File: config.mk
export PLATFORM = sky130hd
export DESIGN_NAME = programmable_sound_generator
export DESIGN_NICKNAME = d
export VERILOG_FILES = /design/src/sv/sndgen_pkg.sv /design/src/sv/sndgen_core.sv /design/src/sv/sndgen_mix.sv /design/src/sv/programmable_sound_generator.sv
export SDC_FILE = /design/constraint.sdc
export NUM_CORES = 1
export LEC_CHECK = 0
export ABC_AREA = 0
export BUFFER_PORTS_ARGS = -buffer_cell sky130_fd_sc_hd__buf_2
export CAP_MARGIN = 10
export CORE_ASPECT_RATIO = 1.2
export CORE_MARGIN = 3
export CORE_UTILIZATION = 55
export DETAILED_ROUTE_END_ITERATION = 10
export GPL_ROUTABILITY_DRIVEN = 0
export HOLD_SLACK_MARGIN = 0.1
export PLACE_DENSITY = 0.71
export SLEW_MARGIN = 20
export SYNTH_ARGS = -nofsm -noshare
export SYNTH_HDL_FRONTEND = slang
export SYNTH_SLANG_ARGS = --single-unit
File: constraint.sdc
create_clock -name clk_i -period 12.6 [get_ports clk_i]
set_input_delay 0.63 -clock clk_i [delete_from_list [all_inputs] [get_ports clk_i]]
set_output_delay 0.63 -clock clk_i [all_outputs]
set_load 0.02 [all_outputs]
File: src/sv/sndgen_pkg.sv
// Shared types, register map and tables for the programmable sound generator.
// No dependencies; imported by every module of the block.
`timescale 1ns / 1ps

package sndgen_pkg;

  typedef enum logic [1:0] {
    FUNC_TICK  = 2'd0,
    FUNC_WRITE = 2'd1,
    FUNC_READ  = 2'd2
  } func_e;

  localparam int unsigned NumRegs   = 16;
  localparam int unsigned NumVoices = 3;

  localparam logic [3:0] RegNoisePer = 4'd6;
  localparam logic [3:0] RegMixer    = 4'd7;
  localparam logic [3:0] RegAmpA     = 4'd8;
  localparam logic [3:0] RegEnvLo    = 4'd11;
  localparam logic [3:0] RegEnvHi    = 4'd12;
  localparam logic [3:0] RegShape    = 4'd13;

  localparam logic [7:0] MixerReset = 8'h3F;

  localparam int unsigned SampleW = 15;
  localparam int unsigned SumW    = 17;
  // floor(x/3) == (x * DivThreeMul) >> DivThreeShift for x < 2**17
  localparam logic [15:0] DivThreeMul   = 16'd43691;
  localparam int unsigned DivThreeShift = 17;

  typedef struct packed {
    logic [5:0]                          mixer;
    logic [NumVoices-1:0][4:0]           amp;
    logic [NumVoices-1:0]                tone_lvl;
    logic                                noise_lvl;
    logic [3:0]                          env_pos;
  } mix_state_t;

  function automatic logic [SampleW-1:0] vol_lookup(input logic [3:0] amp);
    logic [SampleW-1:0] v;
    unique case (amp)
      4'd0:  v = 15'd0;
      4'd1:  v = 15'd218;
      4'd2:  v = 15'd311;
      4'd3:  v = 15'd442;
      4'd4:  v = 15'd628;
      4'd5:  v = 15'd891;
      4'd6:  v = 15'd1264;
      4'd7:  v = 15'd1793;
      4'd8:  v = 15'd2545;
      4'd9:  v = 15'd3612;
      4'd10: v = 15'd5126;
      4'd11: v = 15'd7274;
      4'd12: v = 15'd10323;
      4'd13: v = 15'd14650;
      4'd14: v = 15'd20791;
      default: v = 15'd29505;
    endcase
    return v;
  endfunction

endpackage

File: src/sv/sndgen_core.sv
// Register file, tone/noise/envelope dividers and envelope sequencer.
// Depends on sndgen_pkg.
`timescale 1ns / 1ps

module sndgen_core (
  input  logic                    clk_i,
  input  logic                    rst_ni,
  input  logic                    en_i,
  input  sndgen_pkg::func_e       func_i,
  input  logic [3:0]              reg_index_i,
  input  logic [7:0]              write_value_i,
  output logic [7:0]              read_data_o,
  output sndgen_pkg::mix_state_t  mix_state_o
);
  import sndgen_pkg::*;

  logic [NumRegs-1:0][7:0]    regs_q;
  logic [NumVoices-1:0][11:0] tone_cnt_q, tone_cnt_d;
  logic [NumVoices-1:0]       tone_lvl_q, tone_lvl_d;
  logic [5:0]                 noise_cnt_q, noise_cnt_d;
  logic [16:0]                lfsr_q, lfsr_d;
  logic                       noise_lvl_q, noise_lvl_d;
  logic [19:0]                env_cnt_q, env_cnt_d;
  logic [3:0]                 env_pos_q, env_pos_d;
  logic                       env_hold_q, env_hold_d;
  logic                       env_rise_q, env_rise_d;
  logic [7:0]                 rd_q;

  for (genvar v = 0; v < NumVoices; v++) begin : g_tone
    logic [11:0] per, inc;
    assign per = ({regs_q[2*v+1][3:0], regs_q[2*v]} == 12'd0) ? 12'd1
               : {regs_q[2*v+1][3:0], regs_q[2*v]};
    assign inc = tone_cnt_q[v] + 12'd1;
    assign tone_cnt_d[v] = (inc >= per) ? 12'd0 : inc;
    assign tone_lvl_d[v] = (inc >= per) ? ~tone_lvl_q[v] : tone_lvl_q[v];
  end

  logic [4:0] noise_per;
  logic [5:0] noise_inc;
  logic       noise_exp;
  assign noise_per = (regs_q[RegNoisePer][4:0] == 5'd0) ? 5'd1 : regs_q[RegNoisePer][4:0];
  assign noise_inc = noise_cnt_q + 6'd1;
  assign noise_exp = noise_inc >= {noise_per, 1'b0};
  assign noise_cnt_d = noise_exp ? 6'd0 : noise_inc;
  assign lfsr_d      = noise_exp ? {lfsr_q[0] ^ lfsr_q[3], lfsr_q[16:1]} : lfsr_q;
  assign noise_lvl_d = noise_exp ? lfsr_q[1] : noise_lvl_q;

  logic [15:0] env_per;
  logic [19:0] env_inc;
  logic        env_exp, at_end;
  logic        sh_hold, sh_alt, sh_cont;
  assign env_per = ({regs_q[RegEnvHi], regs_q[RegEnvLo]} == 16'd0) ? 16'd1
                 : {regs_q[RegEnvHi], regs_q[RegEnvLo]};
  assign env_inc = env_cnt_q + 20'd1;
  assign env_exp = env_inc >= {env_per, 4'b0000};
  assign env_cnt_d = env_exp ? 20'd0 : env_inc;
  assign sh_hold = regs_q[RegShape][0];
  assign sh_alt  = regs_q[RegShape][1];
  assign sh_cont = regs_q[RegShape][3];
  assign at_end  = env_rise_q ? (env_pos_q == 4'd15) : (env_pos_q == 4'd0);

  always_comb begin
    env_pos_d  = env_pos_q;
    env_hold_d = env_hold_q;
    env_rise_d = env_rise_q;
    if (env_exp && !env_hold_q) begin
      if (!at_end) begin
        env_pos_d = env_rise_q ? env_pos_q + 4'd1 : env_pos_q - 4'd1;
      end else if (!sh_cont) begin
        env_pos_d  = 4'd0;
        env_hold_d = 1'b1;
      end else if (sh_hold) begin
        if (sh_alt) env_pos_d = env_rise_q ? 4'd0 : 4'd15;
        env_hold_d = 1'b1;
      end else if (sh_alt) begin
        env_rise_d = ~env_rise_q;
      end else begin
        env_pos_d = env_rise_q ? 4'd0 : 4'd15;
      end
    end
  end

  always_ff @(posedge clk_i or negedge rst_ni) begin
    if (!rst_ni) begin
      for (int i = 0; i < NumRegs; i++) regs_q[i] <= 8'h00;
      regs_q[RegMixer] <= MixerReset;
      tone_cnt_q  <= '0;
      tone_lvl_q  <= '0;
      noise_cnt_q <= '0;
      lfsr_q      <= 17'd1;
      noise_lvl_q <= 1'b0;
      env_cnt_q   <= '0;
      env_pos_q   <= 4'd15;
      env_hold_q  <= 1'b0;
      env_rise_q  <= 1'b0;
      rd_q        <= '0;
    end else if (en_i) begin
      unique case (func_i)
        FUNC_TICK: begin
          rd_q        <= 8'h00;
          tone_cnt_q  <= tone_cnt_d;
          tone_lvl_q  <= tone_lvl_d;
          noise_cnt_q <= noise_cnt_d;
          lfsr_q      <= lfsr_d;
          noise_lvl_q <= noise_lvl_d;
          env_cnt_q   <= env_cnt_d;
          env_pos_q   <= env_pos_d;
          env_hold_q  <= env_hold_d;
          env_rise_q  <= env_rise_d;
        end
        FUNC_WRITE: begin
          rd_q <= 8'h00;
          regs_q[reg_index_i] <= write_value_i;
          if (reg_index_i == RegShape) begin
            env_hold_q <= 1'b0;
            env_cnt_q  <= '0;
            env_rise_q <= write_value_i[2];
            env_pos_q  <= write_value_i[2] ? 4'd0 : 4'd15;
          end
        end
        FUNC_READ: rd_q <= regs_q[reg_index_i];
        default: rd_q <= 8'h00;
      endcase
    end
  end

  assign read_data_o = rd_q;

  always_comb begin
    mix_state_o.mixer     = regs_q[RegMixer][5:0];
    for (int v = 0; v < NumVoices; v++) begin
      mix_state_o.amp[v] = regs_q[RegAmpA + 4'(v)][4:0];
    end
    mix_state_o.tone_lvl  = tone_lvl_q;
    mix_state_o.noise_lvl = noise_lvl_q;
    mix_state_o.env_pos   = env_pos_q;
  end

endmodule

File: src/sv/sndgen_mix.sv
// Mixer: voice gating, log volume lookup and sum, then divide by three.
// Depends on sndgen_pkg.
`timescale 1ns / 1ps

module sndgen_mix (
  input  logic                              clk_i,
  input  logic                              sum_en_i,
  input  logic                              div_en_i,
  input  sndgen_pkg::mix_state_t            mix_state_i,
  input  logic [7:0]                        read_data_i,
  output logic [sndgen_pkg::SampleW-1:0]    sample_o,
  output logic [7:0]                        read_data_o
);
  import sndgen_pkg::*;

  logic [NumVoices-1:0][SampleW-1:0] level;
  logic [SumW-1:0]                   sum_d, sum_q;
  logic [7:0]                        rd2_q, rd3_q;
  logic [SumW+15:0]                  prod;
  logic [SampleW-1:0]                sample_q;

  for (genvar v = 0; v < NumVoices; v++) begin : g_voice
    logic on;
    logic [3:0] amp;
    assign on  = (mix_state_i.mixer[v] | mix_state_i.tone_lvl[v]) &
                 (mix_state_i.mixer[v+3] | mix_state_i.noise_lvl);
    assign amp = mix_state_i.amp[v][4] ? mix_state_i.env_pos : mix_state_i.amp[v][3:0];
    assign level[v] = on ? vol_lookup(amp) : '0;
  end

  assign sum_d = SumW'(level[0]) + SumW'(level[1]) + SumW'(level[2]);
  assign prod  = sum_q * DivThreeMul;

  always_ff @(posedge clk_i) begin
    if (sum_en_i) begin
      sum_q <= sum_d;
      rd2_q <= read_data_i;
    end
    if (div_en_i) begin
      sample_q <= prod[DivThreeShift +: SampleW];
      rd3_q    <= rd2_q;
    end
  end

  assign sample_o    = sample_q;
  assign read_data_o = rd3_q;

endmodule

File: src/sv/programmable_sound_generator.sv
// Top level of the programmable sound generator: stream ports and pipeline control.
// Depends on sndgen_pkg, sndgen_core and sndgen_mix.
`timescale 1ns / 1ps

// Three square-wave voices, a 17-bit LFSR noise source and an envelope, set up
// through sixteen 8-bit registers. Each input beat is one operation chosen by
// tuser: a tick, a register write or a register read; each produces exactly one
// output beat carrying the mixed level after the operation and the read data
// (zero unless a read). One beat is accepted per clock unless a stalled output has
// filled the stages; a result passes through the input register, state update,
// volume sum and divide by three via a 17x16 reciprocal multiply before it is
// offered on the output. Each stage advances independently, so a stalled output
// only holds back stages that are full.

module programmable_sound_generator (
  input  logic        clk_i,
  input  logic        rst_ni,
  input  logic        s_axis_tvalid,
  output logic        s_axis_tready,
  input  logic [15:0] s_axis_tdata,   // [3:0] reg_index, [11:4] write_value, [15:12] zero
  input  logic [1:0]  s_axis_tuser,   // [1:0] func
  output logic        m_axis_tvalid,
  input  logic        m_axis_tready,
  output logic [23:0] m_axis_tdata    // [14:0] sample, [22:15] read_data, [23] zero
);
  import sndgen_pkg::*;

  logic       v0_q, v1_q, v2_q, v3_q;
  logic       rdy1, rdy2, rdy3;
  logic       s_fire, fire0, fire1, fire2;
  func_e      func_q;
  logic [3:0] idx_q;
  logic [7:0] val_q;

  mix_state_t         mix_state;
  logic [7:0]         core_rd, mix_rd;
  logic [SampleW-1:0] sample;

  assign rdy3   = !v3_q || m_axis_tready;
  assign fire2  = v2_q && rdy3;
  assign rdy2   = !v2_q || rdy3;
  assign fire1  = v1_q && rdy2;
  assign rdy1   = !v1_q || rdy2;
  assign fire0  = v0_q && rdy1;
  assign s_axis_tready = !v0_q || rdy1;
  assign s_fire = s_axis_tvalid && s_axis_tready;

  always_ff @(posedge clk_i or negedge rst_ni) begin
    if (!rst_ni) begin
      v0_q <= 1'b0;
      v1_q <= 1'b0;
      v2_q <= 1'b0;
      v3_q <= 1'b0;
    end else begin
      if (s_fire) v0_q <= 1'b1;
      else if (fire0) v0_q <= 1'b0;
      if (fire0) v1_q <= 1'b1;
      else if (fire1) v1_q <= 1'b0;
      if (fire1) v2_q <= 1'b1;
      else if (fire2) v2_q <= 1'b0;
      if (fire2) v3_q <= 1'b1;
      else if (m_axis_tready) v3_q <= 1'b0;
    end
  end

  always_ff @(posedge clk_i) begin
    if (s_fire) begin
      func_q <= func_e'(s_axis_tuser);
      idx_q  <= s_axis_tdata[3:0];
      val_q  <= s_axis_tdata[11:4];
    end
  end

  sndgen_core u_core (
    .clk_i         (clk_i),
    .rst_ni        (rst_ni),
    .en_i          (fire0),
    .func_i        (func_q),
    .reg_index_i   (idx_q),
    .write_value_i (val_q),
    .read_data_o   (core_rd),
    .mix_state_o   (mix_state)
  );

  sndgen_mix u_mix (
    .clk_i       (clk_i),
    .sum_en_i    (fire1),
    .div_en_i    (fire2),
    .mix_state_i (mix_state),
    .read_data_i (core_rd),
    .sample_o    (sample),
    .read_data_o (mix_rd)
  );

  assign m_axis_tvalid = v3_q;
  assign m_axis_tdata  = {1'b0, mix_rd, sample};

endmodule

==> flow_results.org <==
** Yosys
- Top cells by area in the synthesized netlist :: sky130_fd_sc_hd__dfrtp_1 (25%), sky130_fd_sc_hd__ha_1 (14%), sky130_fd_sc_hd__edfxtp_1 (8.5%), sky130_fd_sc_hd__fa_1 (8.1%), sky130_fd_sc_hd__mux2_2 (5.4%)
- Number of synthesized register bits :: 291
- Area of the mapped netlist :: 21900 sq um
- In the synthesized netlist the dominant register cell turns out to be sky130_fd_sc_hd__dfrtp_1.
- After synthesis, the largest area contributor takes up 24.9% of total cell area.
- The share of the Yosys chip area taken by registers is 34.7%.
- For this run, the number of Yosys warnings is 0.
- Synthesis produced 2193 cells.
- Per-instance average area after synthesis :: 10.0 sq um
- The number of nets handed over by synthesis was 2548.
- Number of enable-type register cells in the synthesized netlist :: 62
- The largest total area in the synthesized netlist belongs to sky130_fd_sc_hd__dfrtp_1.
- Of all flip-flops after synthesis, the portion carrying an async set or reset was 78.7%.
- After synthesis, the netlist uses 69 different library cells.

** Worst setup path
- STA classifies the critical path startpoint as a flop.
- STA puts the critical path data required time at 12850 ps.
- The setup path with the least slack is of type reg2reg.
- At the worst endpoint, the arrival time is 6740 ps.
- Worst Path Max Fanout :: 8
- STA classifies the critical path endpoint as a flop.

** Floorplanning
- DIE AREA :: 42300 sq um
- I/O pins :: 48
- Core footprint :: 39000 sq um
- For this configuration, the core starts out at a cell density of 56.2%.
- The die is 188 um wide.
- Cell Rows :: 79
- DIE HEIGHT :: 225 um

** Timing
- Sum Neg Setup Slack :: 0 ps
- On the final layout, the worst clock skew is 38.5 ps.
- Pins Over Slew Limit :: 0
- Worst hold slack after final layout :: 92.5 ps
- The worst path in the final design needs a cycle of 6480 ps, including I/O delays and setup.
- Unrepaired setup endpoints after global routing :: no
- Max-Slew Margin vs Limit :: 26.9%
- Dividing the final minimum period by the clock period gives 51.5%.
- Finish-stage setup viols :: 0
- Final hold violation count :: 0
- For the pin with the worst max-slew slack, the measured transition is 1100 ps.
- FMAX :: 154 MHz

** GRT
- Across every metal layer, demand over resource in global routing totals 24.0%.
- The via count of the first global-routing pass is 16.2k.
- Antenna violations before repair :: 0
- Maximum number of pins on one net before global-route repair :: 90
- Overflow after GRT :: 0
- Global-route wire length before repair :: 82300 um

** CTS
- Clock tree synthesis found a total of 291 sinks.
- CTS root buffer :: sky130_fd_sc_hd__clkbuf_16
- CTS tree :: yes
- Clock insertion delay at the later pin of the skew report :: 550 ps
- The number of setup buffers added after CTS is 0.
- The clock passes through at most 3 buffers.
- In this run, post-CTS repair resized a total of 0 instances.
- After clock tree synthesis, the clock-pin slew on the worst setup and hold paths is 60 ps.
- The number of hold buffers added after CTS was 0.
- The clock tree synthesis step divided the H-tree into 2 levels.
- Clock tree synthesis inserted a total of 34 buffers.

** Cells and area
- Leaving out fill and tap cells, the most frequent cell in the layout is sky130_fd_sc_hd__inv_1.
- The layout has 3227 filler cells.
- # nets final :: 2565
- Final cell utilization of the core :: 60.9%
- Leading cell types in the layout, fill and taps excluded :: sky130_fd_sc_hd__inv_1 (309), sky130_fd_sc_hd__ha_1 (244), sky130_fd_sc_hd__dfrtp_1 (218)
- Fraction of final layout cells with drive strength greater than 1 :: 12.8%
- Area growth from synthesis to final layout :: 8.50%
- Final Instance Count excl. Fillers :: 2762
- 0 antenna diodes ended up in the layout.

** Place
- In this run the tool buffered the top-level ports with 42 buffer cells.
- After detailed placement, the design holds a cell count of 2700.
- Total half-perimeter wirelength after legalization and detailed placement :: 37800 um

** Detailed routing
- The detail route stage leaves a number of antenna-violating nets equal to 0.
- For this run, the detailed router's first-pass iteration total came to 5.
- The routed layout has 16.0k vias.
- Met1 wire length :: 20000 um
- After detailed routing, the average wire length per cell comes to 18.1 um.
- Met3 routed WL :: 2410 um
- The detailed router finished its first iteration with 946 violations.
- The highest layer touched by signal routing is met4.
- After detailed routing, the total wire length is 49900 um.
- Dividing the detail-routed via count by the number of cells gives 5.80.
- Routed met2 length :: 25700 um
- For this run, design rule violations remaining after detail routing come to 0.

** Job
- Across the run, the number of max-cap violations was 0.

** Run status
- The run finished with clean final reports.

** Min path
- Classification of the worst-slack hold path :: in2async
-- Yosys cell counts, types with 5 or more instances --
| cell type | instances |
|---|---|
| sky130_fd_sc_hd__clkbuf_1 | 58 |
| sky130_fd_sc_hd__inv_1 | 309 |
| sky130_fd_sc_hd__mux2_2 | 106 |
| sky130_fd_sc_hd__nor4_1 | 16 |
| sky130_fd_sc_hd__a21o_1 | 33 |
| sky130_fd_sc_hd__nor3_1 | 43 |
| sky130_fd_sc_hd__nand2_1 | 191 |
| sky130_fd_sc_hd__a211oi_1 | 16 |
| sky130_fd_sc_hd__xor2_1 | 46 |
| sky130_fd_sc_hd__o21ai_0 | 123 |
| sky130_fd_sc_hd__ha_1 | 244 |
| sky130_fd_sc_hd__fa_1 | 89 |
| sky130_fd_sc_hd__buf_2 | 10 |
| sky130_fd_sc_hd__nand4_1 | 20 |
| sky130_fd_sc_hd__mux4_2 | 40 |
| sky130_fd_sc_hd__mux2i_1 | 22 |
| sky130_fd_sc_hd__nand2b_1 | 23 |
| sky130_fd_sc_hd__a21oi_1 | 103 |
| sky130_fd_sc_hd__nor2_1 | 118 |
| sky130_fd_sc_hd__xnor2_1 | 50 |
| sky130_fd_sc_hd__a22oi_1 | 5 |
| sky130_fd_sc_hd__dfrtp_1 | 218 |
| sky130_fd_sc_hd__a31oi_1 | 33 |
| sky130_fd_sc_hd__and3_1 | 21 |
| sky130_fd_sc_hd__o311ai_0 | 6 |
| sky130_fd_sc_hd__or3_1 | 5 |
| sky130_fd_sc_hd__o21bai_1 | 7 |
| sky130_fd_sc_hd__and2_1 | 11 |
| sky130_fd_sc_hd__o211ai_1 | 12 |
| sky130_fd_sc_hd__dfstp_2 | 11 |
| sky130_fd_sc_hd__nand3_1 | 50 |
| sky130_fd_sc_hd__edfxtp_1 | 62 |
| sky130_fd_sc_hd__a22o_1 | 5 |
| sky130_fd_sc_hd__o22ai_1 | 5 |
| sky130_fd_sc_hd__nor2b_1 | 17 |
-- final timing paths --
path | start | end | slack [ps] | cells after the start
max | u_core.mix_state_o[12] | u_mix.sum_q[14] | 6120 | 22
min | rst_ni | u_core.noise_cnt_q[3] | 90 | 1
max reg2reg | u_core.mix_state_o[12] | u_mix.sum_q[14] | 6120 | 22
min reg2reg | u_mix.rd2_q[0] | u_mix.read_data_o[0] | 420 | 0
max in group asynchronous | rst_ni | u_core.env_rise_q | 11280 | 2
min in group clk_i | s_axis_tdata[7] | val_q[3] | 250 | 1
-- layer usage --
metal,global-route usage [%],vias to the layer above
met4,8.72,0
li1,-,7609
met5,0,-
met2,43.2,446
met1,29.7,7860
met3,3.04,115
-- critical path, cell delays in order (launching register included) --
cell	delay (ps)
sky130_fd_sc_hd__dfrtp_1	550
sky130_fd_sc_hd__mux2i_1	690
sky130_fd_sc_hd__inv_1	240
sky130_fd_sc_hd__ha_1	280
sky130_fd_sc_hd__o32ai_1	280
sky130_fd_sc_hd__a21oi_1	80
sky130_fd_sc_hd__or2_2	360
sky130_fd_sc_hd__fa_1	470
sky130_fd_sc_hd__nor2b_1	120
sky130_fd_sc_hd__o21ai_0	100
sky130_fd_sc_hd__a21boi_0	240
sky130_fd_sc_hd__o21ai_0	190
sky130_fd_sc_hd__a21oi_1	220
sky130_fd_sc_hd__nor2_1	80
sky130_fd_sc_hd__ha_1	350
sky130_fd_sc_hd__a21o_1	190
sky130_fd_sc_hd__a21o_1	170
sky130_fd_sc_hd__a21oi_1	240
sky130_fd_sc_hd__o21ai_1	150
sky130_fd_sc_hd__a2111oi_0	430
sky130_fd_sc_hd__nor3_1	160
sky130_fd_sc_hd__a2111oi_0	510
sky130_fd_sc_hd__nor3_1	100
-- sequential cells by signal (all words and copies together) (netlist names) --
name	flops
u_core.env_hold_q	1
idx_q	4
u_core.env_rise_q	1
u_mix.read_data_o	8
u_core.lfsr_q	17
u_core.noise_lvl_q	1
v2_q	1
u_mix.sum_q	17
v1_q	1
u_core.read_data_o	8
u_core.env_cnt_q	20
v0_q	1
m_axis_tvalid	1
u_core.env_pos_q	4
func_q	2
u_core.tone_cnt_q	36
val_q	8
u_mix.rd2_q	8
u_core.noise_cnt_q	6
u_core.tone_lvl_q	3
u_core.regs_q	107
u_mix.sample_o	15
u_core.mix_state_o	21
-- through the flow --
stage / worst slack (ps) / area [sq um]
6_report: 6120 / 23800
3_3_place_gp: 6460 / 22600
4_1_cts: 6170 / 23800
3_5_place_dp: 6230 / 22600
2_1_floorplan: 6870 / 21900
5_1_grt: 5280 / 23800
-- final cells by class --
class | count | area, sq um | share of cell area (%)
Multi-Input combinational cell | 1517 | 12900 | 54.1
Inverter | 310 | 1160 | 4.89
Tap cell | 526 | 658 | 2.77
Sequential cell | 291 | 7610 | 32.0
Timing Repair Buffer | 56 | 329 | 1.38
Clock inverter | 13 | 221 | 0.931
Clock buffer | 49 | 947 | 3.98
-- cell families (layout without fill, tap and decap cells) --
group	Yosys count	after routing	synth area share, %
DFF	291	291	34.7
other	1	1	0.0171
muxes	168	168	10.6
buffers and inverters	385	428	6.72
xor gates and xnor gates	96	96	3.83
adders and majority gates	333	333	22.0
AOI/OAI and AO/OA	389	389	10.9
and+or+nand+nor	530	530	11.2
Power is not shown: default switching activity piles up to over one toggle a cycle in this logic, so the estimate is an artifact.
